$ cat src/rtl/core/u2u8_pkg.sv
// Shared types, constants and byte-encoding helpers for the UTF-8 encoder.
package u2u8_pkg;

  // Sizing
  localparam int unsigned QUEUE_DEPTH_DEFAULT = 4;
  localparam int unsigned VALUE_W = 31;  // encodable values are below 2^31
  localparam int unsigned UNIT_W  = 16;

  // UTF-16 surrogate tags on bits 15..10
  localparam logic [5:0] SURR_HIGH_TAG = 6'b110110;
  localparam logic [5:0] SURR_LOW_TAG  = 6'b110111;

  // Offset added to a joined surrogate pair
  localparam logic [VALUE_W-1:0] HALF_BASE = 31'h0001_0000;

  // Length band limits
  localparam logic [VALUE_W-1:0] LIM_1 = 31'h0000_0080;
  localparam logic [VALUE_W-1:0] LIM_2 = 31'h0000_0800;
  localparam logic [VALUE_W-1:0] LIM_3 = 31'h0001_0000;
  localparam logic [VALUE_W-1:0] LIM_4 = 31'h0020_0000;
  localparam logic [VALUE_W-1:0] LIM_5 = 31'h0400_0000;

  // Byte count of a released high surrogate
  localparam logic [2:0] HELD_LEN = 3'd3;

  localparam logic [7:0] CONT_MARK = 8'h80;
  localparam logic [7:0] CONT_MASK = 8'h3f;

  // One queued job: an optional released high surrogate, then an optional main value
  typedef struct packed {
    logic               held_en;
    logic [UNIT_W-1:0]  held;
    logic               main_en;
    logic [VALUE_W-1:0] main_value;
    logic [2:0]         main_len;
  } job_t;

  function automatic logic [2:0] utf8_len(input logic [VALUE_W-1:0] v);
    logic [2:0] len;
    if (v < LIM_1) begin
      len = 3'd1;
    end else if (v < LIM_2) begin
      len = 3'd2;
    end else if (v < LIM_3) begin
      len = 3'd3;
    end else if (v < LIM_4) begin
      len = 3'd4;
    end else if (v < LIM_5) begin
      len = 3'd5;
    end else begin
      len = 3'd6;
    end
    return len;
  endfunction

  function automatic logic [7:0] lead_mark(input logic [2:0] len);
    logic [7:0] m;
    case (len)
      3'd2:    m = 8'hc0;
      3'd3:    m = 8'he0;
      3'd4:    m = 8'hf0;
      3'd5:    m = 8'hf8;
      3'd6:    m = 8'hfc;
      default: m = 8'h00;
    endcase
    return m;
  endfunction

  // Byte at position pos (0 = lead) of a len-byte sequence for v
  function automatic logic [7:0] utf8_byte(input logic [VALUE_W-1:0] v,
                                           input logic [2:0] len,
                                           input logic [2:0] pos);
    logic [2:0]         k;
    logic [VALUE_W-1:0] sh;
    logic [7:0]         b;
    k = len - 3'd1 - pos;
    case (k)
      3'd0:    sh = v;
      3'd1:    sh = v >> 6;
      3'd2:    sh = v >> 12;
      3'd3:    sh = v >> 18;
      3'd4:    sh = v >> 24;
      default: sh = v >> 30;
    endcase
    if (pos == 3'd0) begin
      b = lead_mark(len) | sh[7:0];
    end else begin
      b = CONT_MARK | (sh[7:0] & CONT_MASK);
    end
    return b;
  endfunction

endpackage

$ cat src/rtl/core/u2u8_front.sv
// Front end: takes code values, pairs surrogates and queues encode jobs.
module u2u8_front (
  input  logic                clk,
  input  logic                rst,
  input  logic                cfg_valid,
  input  logic                source_format,
  input  logic                in_valid,
  input  logic [31:0]         code_value,
  input  logic                end_of_string,
  input  logic                q_full,
  output logic                push,
  output u2u8_pkg::job_t      job
);

  logic                            fmt;
  logic                            held_valid;
  logic                            held_valid_next;
  logic [u2u8_pkg::UNIT_W-1:0]     held;
  logic [u2u8_pkg::UNIT_W-1:0]     unit;
  logic                            is_high;
  logic                            is_low;
  logic                            accept;
  logic [u2u8_pkg::VALUE_W-1:0]    pair_value;

  assign accept     = in_valid && !q_full;
  assign unit       = code_value[15:0];
  assign is_high    = (unit[15:10] == u2u8_pkg::SURR_HIGH_TAG);
  assign is_low     = (unit[15:10] == u2u8_pkg::SURR_LOW_TAG);
  assign pair_value = u2u8_pkg::VALUE_W'({held[9:0], unit[9:0]}) + u2u8_pkg::HALF_BASE;

  always_comb begin
    job             = '0;
    held_valid_next = held_valid;
    if (!fmt) begin
      // UTF-32: zero and values with bit 31 set give nothing
      job.main_en    = (code_value != 32'd0) && !code_value[31];
      job.main_value = code_value[30:0];
    end else if (held_valid && is_low) begin
      job.main_en     = 1'b1;
      job.main_value  = pair_value;
      held_valid_next = 1'b0;
    end else begin
      job.held_en     = held_valid;
      job.held        = held;
      held_valid_next = is_high && !end_of_string;
      job.main_en     = !held_valid_next && (unit != 16'd0);
      job.main_value  = u2u8_pkg::VALUE_W'(unit);
    end
    job.main_len = u2u8_pkg::utf8_len(job.main_value);
  end

  assign push = accept && (job.held_en || job.main_en);

  always_ff @(posedge clk) begin
    if (rst) begin
      fmt        <= 1'b0;
      held_valid <= 1'b0;
    end else if (cfg_valid) begin
      fmt        <= source_format;
      held_valid <= 1'b0;
    end else if (accept) begin
      held_valid <= held_valid_next;
    end
  end

  always_ff @(posedge clk) begin
    if (accept && fmt && is_high && !end_of_string) begin
      held <= unit;
    end
  end

  a_held_only_utf16: assert property (@(posedge clk) disable iff (rst)
    held_valid |-> fmt) else $error("surrogate held outside UTF-16 mode");

  a_held_is_high: assert property (@(posedge clk) disable iff (rst)
    held_valid |-> (held[15:10] == u2u8_pkg::SURR_HIGH_TAG))
    else $error("held unit is not a high surrogate");

endmodule

$ cat src/rtl/core/u2u8_queue.sv
// Short job queue between the front and back ends.
module u2u8_queue #(
  parameter int unsigned DEPTH = u2u8_pkg::QUEUE_DEPTH_DEFAULT
) (
  input  logic           clk,
  input  logic           rst,
  input  logic           push,
  input  u2u8_pkg::job_t push_job,
  input  logic           pop,
  output logic           full,
  output logic           q_valid,
  output u2u8_pkg::job_t q_job
);

  localparam int unsigned PTR_W = (DEPTH > 1) ? $clog2(DEPTH) : 1;
  localparam int unsigned CNT_W = $clog2(DEPTH + 1);
  localparam logic [PTR_W-1:0] LAST_PTR = PTR_W'(DEPTH - 1);
  localparam logic [CNT_W-1:0] FULL_CNT = CNT_W'(DEPTH);

  u2u8_pkg::job_t    slots [DEPTH];
  logic [PTR_W-1:0]  wr_ptr;
  logic [PTR_W-1:0]  rd_ptr;
  logic [CNT_W-1:0]  count;
  logic              do_push;
  logic              do_pop;

  assign full    = (count == FULL_CNT);
  assign q_valid = (count != '0);
  assign q_job   = slots[rd_ptr];
  assign do_push = push && !full;
  assign do_pop  = pop && q_valid;

  always_ff @(posedge clk) begin
    if (rst) begin
      wr_ptr <= '0;
      rd_ptr <= '0;
      count  <= '0;
    end else begin
      if (do_push) begin
        wr_ptr <= (wr_ptr == LAST_PTR) ? '0 : wr_ptr + PTR_W'(1);
      end
      if (do_pop) begin
        rd_ptr <= (rd_ptr == LAST_PTR) ? '0 : rd_ptr + PTR_W'(1);
      end
      if (do_push && !do_pop) begin
        count <= count + CNT_W'(1);
      end else if (do_pop && !do_push) begin
        count <= count - CNT_W'(1);
      end
    end
  end

  always_ff @(posedge clk) begin
    if (do_push) begin
      slots[wr_ptr] <= push_job;
    end
  end

  a_no_push_when_full: assert property (@(posedge clk) disable iff (rst)
    push |-> !full) else $error("job pushed into a full queue");

endmodule

$ cat src/rtl/core/u2u8_back.sv
// Back end: expands queued jobs into UTF-8 bytes through an output register.
module u2u8_back (
  input  logic           clk,
  input  logic           rst,
  input  logic           q_valid,
  input  u2u8_pkg::job_t q_job,
  output logic           pop,
  output logic           out_valid,
  input  logic           out_stall,
  output logic [7:0]     out_byte,
  output logic           last_byte
);

  u2u8_pkg::job_t cur;
  logic           cur_valid;
  logic [3:0]     cnt;
  logic [3:0]     offset;
  logic [3:0]     total;
  logic [2:0]     main_pos;
  logic           out_free;
  logic           emit;
  logic           at_last;
  logic [7:0]     byte_next;

  assign offset   = cur.held_en ? 4'(u2u8_pkg::HELD_LEN) : 4'd0;
  assign total    = offset + (cur.main_en ? 4'(cur.main_len) : 4'd0);
  assign main_pos = 3'(cnt - offset);
  assign out_free = !out_valid || !out_stall;
  assign emit     = cur_valid && out_free;
  assign at_last  = (cnt == total - 4'd1);
  assign pop      = q_valid && (!cur_valid || (emit && at_last));

  always_comb begin
    if (cur.held_en && (cnt < offset)) begin
      byte_next = u2u8_pkg::utf8_byte(u2u8_pkg::VALUE_W'(cur.held),
                                      u2u8_pkg::HELD_LEN, cnt[2:0]);
    end else begin
      byte_next = u2u8_pkg::utf8_byte(cur.main_value, cur.main_len, main_pos);
    end
  end

  always_ff @(posedge clk) begin
    if (rst) begin
      cur_valid <= 1'b0;
      cnt       <= '0;
      out_valid <= 1'b0;
    end else begin
      if (pop) begin
        cur_valid <= 1'b1;
        cnt       <= '0;
      end else if (emit) begin
        cur_valid <= !at_last;
        cnt       <= cnt + 4'd1;
      end
      if (emit) begin
        out_valid <= 1'b1;
      end else if (!out_stall) begin
        out_valid <= 1'b0;
      end
    end
  end

  always_ff @(posedge clk) begin
    if (pop) begin
      cur <= q_job;
    end
    if (emit) begin
      out_byte  <= byte_next;
      last_byte <= at_last;
    end
  end

  a_job_has_bytes: assert property (@(posedge clk) disable iff (rst)
    cur_valid |-> (cur.held_en || cur.main_en)) else $error("empty job loaded");

  a_cnt_in_range: assert property (@(posedge clk) disable iff (rst)
    cur_valid |-> (cnt < total)) else $error("byte counter ran past job");

  a_len_legal: assert property (@(posedge clk) disable iff (rst)
    (cur_valid && cur.main_en) |-> (cur.main_len != 3'd0 && cur.main_len <= 3'd6))
    else $error("illegal sequence length");

endmodule

$ cat src/rtl/core/utf16_utf32_to_utf8_encoder.sv
// Top level of the UTF-16 / UTF-32 to UTF-8 encoder.
//
//  channel  direction  handshake             payload
//  cfg      in         cfg_valid/cfg_ready   source_format
//  in       in         in_valid/in_stall     code_value, end_of_string
//  out      out        out_valid/out_stall   out_byte, last_byte
//
// One byte leaves per cycle while out_stall is low and jobs are queued; a request
// produces 1 to 6 bytes (typically up to 4), and a request giving no bytes is taken
// at the input without a queued job. The back-end byte counter steps through each job.
// An accepted request's job passes the queue and the back-end job register to out_byte.
// rst is synchronous; it clears the format (UTF-32), the held surrogate and queue.
// in_stall rises only while the job queue is full; out_stall holds the output register.
module utf16_utf32_to_utf8_encoder #(
  parameter int unsigned QUEUE_DEPTH = u2u8_pkg::QUEUE_DEPTH_DEFAULT
) (
  input  logic        clk,
  input  logic        rst,
  // configuration: any write also drops a held high surrogate
  input  logic        cfg_valid,
  output logic        cfg_ready,
  input  logic        source_format,
  // input requests
  input  logic        in_valid,
  output logic        in_stall,
  input  logic [31:0] code_value,
  input  logic        end_of_string,
  // output bytes
  output logic        out_valid,
  input  logic        out_stall,
  output logic [7:0]  out_byte,
  output logic        last_byte
);

  logic           push;
  logic           pop;
  logic           q_full;
  logic           q_valid;
  u2u8_pkg::job_t push_job;
  u2u8_pkg::job_t q_job;

  // configuration must only arrive while idle (the user's duty, not enforced here); it is always taken
  assign cfg_ready = 1'b1;
  assign in_stall  = q_full;

  // front: surrogate pairing and job classification
  u2u8_front u_front (
    .clk           (clk),
    .rst           (rst),
    .cfg_valid     (cfg_valid),
    .source_format (source_format),
    .in_valid      (in_valid),
    .code_value    (code_value),
    .end_of_string (end_of_string),
    .q_full        (q_full),
    .push          (push),
    .job           (push_job)
  );

  // decoupling queue
  u2u8_queue #(
    .DEPTH (QUEUE_DEPTH)
  ) u_queue (
    .clk      (clk),
    .rst      (rst),
    .push     (push),
    .push_job (push_job),
    .pop      (pop),
    .full     (q_full),
    .q_valid  (q_valid),
    .q_job    (q_job)
  );

  // back: one UTF-8 byte per cycle into the output register unless out_stall holds it
  u2u8_back u_back (
    .clk       (clk),
    .rst       (rst),
    .q_valid   (q_valid),
    .q_job     (q_job),
    .pop       (pop),
    .out_valid (out_valid),
    .out_stall (out_stall),
    .out_byte  (out_byte),
    .last_byte (last_byte)
  );

endmodule

$ cat config.mk
export PLATFORM = sky130hd
export DESIGN_NAME = utf16_utf32_to_utf8_encoder
export DESIGN_NICKNAME = d
export VERILOG_FILES = /design/src/rtl/core/u2u8_pkg.sv /design/src/rtl/core/u2u8_front.sv /design/src/rtl/core/u2u8_queue.sv /design/src/rtl/core/u2u8_back.sv /design/src/rtl/core/utf16_utf32_to_utf8_encoder.sv
export SDC_FILE = /design/constraint.sdc
export NUM_CORES = 1
export LEC_CHECK = 0
export BUFFER_PORTS_ARGS = -buffer_cell sky130_fd_sc_hd__clkbuf_2
export CAP_MARGIN = 20
export CORE_MARGIN = 8
export CORE_UTILIZATION = 60
export CTS_CLUSTER_DIAMETER = 50
export DETAILED_ROUTE_END_ITERATION = 10
export PLACE_DENSITY = 0.85
export SLEW_MARGIN = 15
export SYNTH_ARGS = -nofsm -noshare
export SYNTH_HDL_FRONTEND = slang
export SYNTH_SLANG_ARGS = --single-unit
$ cat constraint.sdc
create_clock -name clk -period 9.45 [get_ports clk]
set_input_delay 0.945 -clock clk [delete_from_list [all_inputs] [get_ports clk]]
set_output_delay 0.945 -clock clk [all_outputs]
set_load 0.02 [all_outputs]
# Yosys cells after proc, flatten, opt, wreduce, memory -nomap -nowiden
# Memory sizes are Yosys's and may differ from the RTL's. A register that Yosys moved wholly into a read port is not among the register bits.
# Index checks and enable logic that the tools add are counted.
[totals]
mem_count = 1
ram_bits = 208
regBits = 40
[op_classes]
n_bitwise = 2
n_lt_le_gt_ge = 6
n_mux = 34
n_reduce_logical = 42
n_eq_ne = 18
n_addsub = 12
[memory_table]
columns = ["memory", "depth", "word_bits", "rd", "rd_clocked_by_memory_dff", "wr", "line", "source"]
rows = [
  ["u_queue.slots", 4, 52, 1, 1, 1, "u2u8_queue.sv:20", "u2u8_pkg::job_t slots [DEPTH];"],
]
[ops]
columns = ["operator", "n"]
rows = [
  ["$pmux 8 s5", 2],
  ["$mux 8", 9],
  ["$mux 32", 2],
  ["$mux 17", 2],
  ["$reduce_bool 32->1", 1],
  ["$lt 31x12->1 const B", 1],
  ["$lt 31x17->1 const B", 1],
  ["$lt 31x22->1 const B", 1],
  ["$lt 31x27->1 const B", 1],
  ["$lt 31x8->1 const B", 1],
  ["$pmux 8 s3", 1],
  ["$add 20x17->21 const B", 1],
  ["$mux 3", 7],
  ["$logic_and 1x1->1", 17],
  ["$or 8x8->8", 2],
  ["$reduce_bool 16->1", 1],
  ["$eq 3x2->1 const B", 5],
  ["$eq 3x3->1 const B", 5],
  ["$eq 6x6->1 const B", 2],
  ["$logic_not 3->1", 4],
  ["$logic_not 1->1", 10],
  ["$mux 2", 4],
  ["$mux 1", 7],
  ["$eq 3x1->1 const B", 2],
  ["other kinds (17)", 25],
]

# Longest topological paths before layout
[logic_depth]
depth_word = 13
ltp_mapped = 19
ltp_nobuf = 17

# Hierarchy
# Synthesis repeated with hierarchy kept, for this count alone.
[hier_totals]
cells_unflattened = 670
area_unflattened_um2 = 12341.8
[by_module_without_submodules]
columns = ["module", "area_per_inst_um2", "cells_per_inst", "instances"]
rows = [
  ["u2u8_queue", 7991.4, 322, 1],
  ["u2u8_back", 3098.0, 213, 1],
  ["u2u8_front", 1241.2, 133, 1],
  ["utf16_utf32_to_utf8_encoder", 11.3, 2, 1],
]

# Worst setup path after synthesis
# OpenSTA, ideal clock, no wires.
[synth_path]
path_kind = "flip-flop to flip-flop"
from = "register, netlist name u_back.cur[1]"
to = "register u_queue.count[2]"
path_stages_with_launch = 20
path_slack_ns = 5.321
arrival_ns = 4.058
period_less_slack_ns = 4.129
path_buffers = 2
path_cell_list = "edfxtp_1 -> clkbuf_1 -> nand2_1 -> ha_1 -> inv_1 -> ha_1 -> inv_1 -> fa_1 -> xor2_1 -> nand3_1 -> o31ai_1 -> nor2b_1 -> buf_2 -> inv_1 -> ha_1 -> inv_1 -> fa_1 -> xor2_1 -> or3_1 -> a21oi_1"
[synth_between]
elab_chain_len = 11
elab_cells_between_ends = 13
classes_between = "add/sub (2); eq/ne (1); mux (2); reduce/logical (8)"
[synth_lines]
columns = ["item", "line", "source"]
rows = [
  ["$mux 3 (*)", "u2u8_back.sv:26", "assign total = offset + (cur.main_en ? 4'(cur.main_len) : 4'd0);"],
  ["$add 4x4->4 (*)", "u2u8_back.sv:26", ""],
  ["$sub 4x1->4 (*)", "u2u8_back.sv:30", "assign at_last = (cnt == total - 4'd1);"],
  ["$eq 4x4->1 (*)", "u2u8_back.sv:30", ""],
  ["$logic_and 1x1->1 (*)", "u2u8_back.sv:31", "assign pop = q_valid && (!cur_valid || (emit && at_last));"],
  ["$logic_or 1x1->1 (*)", "u2u8_back.sv:31", ""],
  ["$logic_and 1x1->1 (*)", "u2u8_back.sv:31", ""],
  ["via pop", "utf16_utf32_to_utf8_encoder.sv:36", "logic pop;"],
  ["$logic_and 1x1->1 (*)", "u2u8_queue.sv:31", "assign do_pop = pop && q_valid;"],
  ["$logic_not 1->1", "u2u8_queue.sv:45", "if (do_push && !do_pop) begin"],
  ["$logic_and 1x1->1", "u2u8_queue.sv:45", ""],
  ["$mux 3 or $reduce_bool 2->1 (tied branches)", "-", ""],
  ["to (signal assigned)", "u2u8_queue.sv:46", "count <= count + CNT_W'(1);"],
  ["to (signal assigned)", "u2u8_queue.sv:48", "count <= count - CNT_W'(1);"],
  ["to (decl)", "u2u8_queue.sv:23", "logic [CNT_W-1:0] count;"],
]
# Mark *: on every way through the listed nets, which the timed path passes. The rest lies on a longest branch.
# A chain may end at the register's enable or synchronous reset.

# Final worst setup path
[layout_path]
from = "register, netlist name u_back.cur[1]"
to = "register u_queue.count[2]"
[layout_between]
elab_chain_len = 11
elab_cells_between_ends = 13
classes_between = "add/sub (2); eq/ne (1); mux (2); reduce/logical (8)"
[layout_lines]
columns = ["item", "line"]
rows = [
  ["$mux 3 (*)", "u2u8_back.sv:26"],
  ["$add 4x4->4 (*)", "u2u8_back.sv:26"],
  ["$sub 4x1->4 (*)", "u2u8_back.sv:30"],
  ["$eq 4x4->1 (*)", "u2u8_back.sv:30"],
  ["$logic_and 1x1->1 (*)", "u2u8_back.sv:31"],
  ["$logic_or 1x1->1 (*)", "u2u8_back.sv:31"],
  ["$logic_and 1x1->1 (*)", "u2u8_back.sv:31"],
  ["$logic_and 1x1->1 (*)", "u2u8_queue.sv:31"],
  ["$logic_not 1->1", "u2u8_queue.sv:45"],
  ["$logic_and 1x1->1", "u2u8_queue.sv:45"],
  ["$mux 3 or $reduce_bool 2->1 (tied branches)", "-"],
]
# Every way passes the cells marked *; elsewhere a longest branch is shown, timed or not.

==> results.md <==
* Vias/cell at 6.21
* YS warnings at 0
* Top cell type's share of synthesized area at 70.7%
* Register area share after synthesis at 73.2%
* Max Clock Skew at 0.0265 ns
* Post-synthesis register bit count at 300
* Avg WL per Cell at 24.3 um
* GPL Wtd Cong at 0.899
* Drt drc at 0
* Largest net degree at the start of global routing at 60
* Final hold vios at 0
* Routed wire length at 24400 um
* Hold/Removal Path Class: flip-flop to flip-flop
* # setup viols final at 0
* Clock transition at path regs at 0.06 ns
* Cell count after placement at 953
* Worst-Margin Slew at 0.929 ns
* Shortest period the worst path allows at 4.25 ns
* # Post-CTS Setup Buffers at 0
* Async S/R FF share, synth at 0%
* FILL cells at 1260
* Setup TNS at 0 ns
* Antenna viol nets, final at 0
* Vias after detailed routing at 6246
* Die H at 158 um
* Syn avg cell area at 18.5 um2
* Top cells by count, synth: 285 x edfxtp_1, 52 x mux4_2, 27 x inv_1, 23 x nor2_1, 22 x and2_1
* Critical Path AT at 4.73 ns
* CP Class: flip-flop to flip-flop
* Post-synthesis instance total at 655
* Core area at 20000 um2
* Relative slew slack at 37.8%
* Clock sink total at 300
* Port Buffers at 49
* Share of post-route cells with drive strength above 1 at 22.7%
* Most numerous cell in the Yosys netlist: edfxtp_1
* CP startpoint kind: flip-flop
* Clk root buf: clkbuf_16
* Post-synth EDFFs at 285
* Total grt overflow at 0
* Yosys cell types at 58
* TritonCTS clock tree: done
* Ports at 51
* Area grow syn2layout at 12.0%
* Fin nets at 774
* Number of gates resized after cts at 0
* P_leak at 4.56 nW
* N_diodes at 0
* Row Count at 52
* Initial Util at 60.4%
* Vias in the first global route at 6521
* Outcome: complete, no violations
* Min Hold Slack at 0.496 ns
* Slowest stage delay, CP at 0.58 ns
* GRT Resource Usage Total at 20.0%
* Final instance area at 13600 um2
* Worst IR drop on VDD at 202 uV
* Area leader, netlist: edfxtp_1
* First-pass GRT wire length at 37100 um
* Placed inst area at 12600 um2
* Dpl hpwl at 15300 um
* Die area at 25000 um2
* Mapped cell area at 12100 um2
* PwrDens at 325 nW/um2
* Final Util at 67.7%
* DR pass1 iterations at 5
* Worst-Skew Late Latency at 0.55 ns
* Max-slew violations at 0
* CP Max Fanout at 59
* Cts bufs inserted at 29
* Max cap viols at 0
* H-Tree Depth at 1
* Master of the slowest instance on the critical path: buf_4
* CP Data Required Time at 9.93 ns
* FMAX at 235 MHz
* CP Capture Type: flip-flop
* Synth Flop Type: edfxtp_1
* Post-CTS Hold Fix Bufs at 0
* Layout Cells excl Fill at 1006
* Number of DRC markers in iteration 0 at 709
* Initial antenna violation count at 1
* CP most frequent cell: inv_1
* Top post-synthesis cells by area: edfxtp_1 71%, mux4_2 9.7%, dfxtp_1 2.5%
* RSZ-0062 raised after global routing: false
* Syn Nets at 714
* Crit-path cells: nand2_1 > ha_1 > inv_1 > ha_1 > inv_1 > fa_1 > xor2_1 > nand3_1 > o31ai_1 > nor2b_4 > buf_4 > inv_1 > ha_1 > inv_1 > fa_1 > xor2_1 > or3_1 > a21oi_1
* Fin crit share at 45.0%
* Clock Tree Buf Depth at 3
* Die width at 158 um
[routing by layer]
| metal | wire [um] | global-route usage [%] | share of wire (%) | vias up |
|---|---|---|---|---|
| met4 | 627 | 8.08 | 2.6 | 2 |
| met2 | 12300 | 33.5 | 51 | 299 |
| met1 | 9720 | 25.3 | 40 | 3173 |
| met5 | 13 | 0 | 0.053 | - |
| met3 | 1700 | 4.10 | 7.0 | 44 |
| li1 | - | - | - | 2728 |
[final timing paths]
path	slack, ns	startpoint	cells past startpoint	endpoint
setup / recovery	5.20	u_back.cur[1]	18	u_queue.count[2]
hold / removal	0.50	u_back.cur_valid	2	u_back.out_valid
setup reg to reg	5.20	u_back.cur[1]	18	u_queue.count[2]
hold reg to reg	0.50	u_back.cur_valid	2	u_back.out_valid
[metrics by stage]
stage	worst slack [ns]	power [mW]
global placement	5.43	3.23
CTS	5.17	4.40
detailed placement	5.17	3.31
floorplan	5.32	2.95
finish	5.20	4.40
global route	4.89	4.60
[worst max-delay path, delay by kind of cell (launching register included)]
family / cells / cell delay, ns
and+or+nand+nor: 4 / 0.73
adders and majority gates: 5 / 1.34
buffers and inverters: 5 / 0.88
xor gates and xnor gates: 2 / 0.24
AOI/OAI and AO/OA: 2 / 0.47
DFF: 1 / 0.52
[flip-flops by register name, summed over array words and instances, names as in the netlist]
| signal | flops |
|---|---|
| u_back.out_byte | 8 |
| u_back.cur_valid | 1 |
| u_back.out_valid | 1 |
| u_queue.rd_ptr | 2 |
| u_queue.wr_ptr | 2 |
| u_queue.count | 3 |
| u_back.cnt | 4 |
| u_front.fmt | 1 |
| u_back.cur | 52 |
| u_front.held | 16 |
| u_queue.slots | 208 |
| u_back.last_byte | 1 |
| u_front.held_valid | 1 |
[cell families (layout without fill, tap and decap cells)]
family	Yosys count	count (layout)	share of synthesized area, %
compound gates	64	64	4.01
xor+xnor	18	18	1.49
fa+ha+maj	20	20	2.32
buf+inv	56	137	1.93
flops	300	300	73.2
mux	74	74	11.5
other cells	1	1	0.0310
simple gates	122	122	5.47
[power breakdown]
part / total, mW / switching, mW / internal, mW
Clock: 1.09 / 0.463 / 0.629
Sequential: 1.86 / 0.100 / 1.76
Combinational: 1.45 / 0.844 / 0.606
Total: 4.40 / 1.41 / 3.00
[cell usage in the layout (no fill, tap or decap), types with 5 or more instances in the layout]
cell type and n:
inv_1 27, nor3b_1 5, a21oi_1 5, dfxtp_1 13
nor2b_1 13, buf_4 8, ha_1 16, edfxtp_1 285
mux2i_1 17, clkbuf_2 49, nand3_1 6, o21ai_0 13
nor2_1 23, xnor2_1 7, xor2_1 8, nand2_1 16
or4_1 5, mux4_2 52, and2_1 18, clkbuf_16 29
nor3_1 13, a311o_1 6, clkbuf_1 10
[cell type report]
class	instances	area, um2	area share [%]
Inverter	27	101	0.748
Timing Repair Buffer	58	333	2.45
Clock buffer	40	777	5.73
Clock inverter	12	120	0.886
Sequential cell	300	8860	65.4
Tap cell	270	338	2.49
Multi-Input combinational cell	299	3020	22.3
Power figures use the tool's default switching activity.
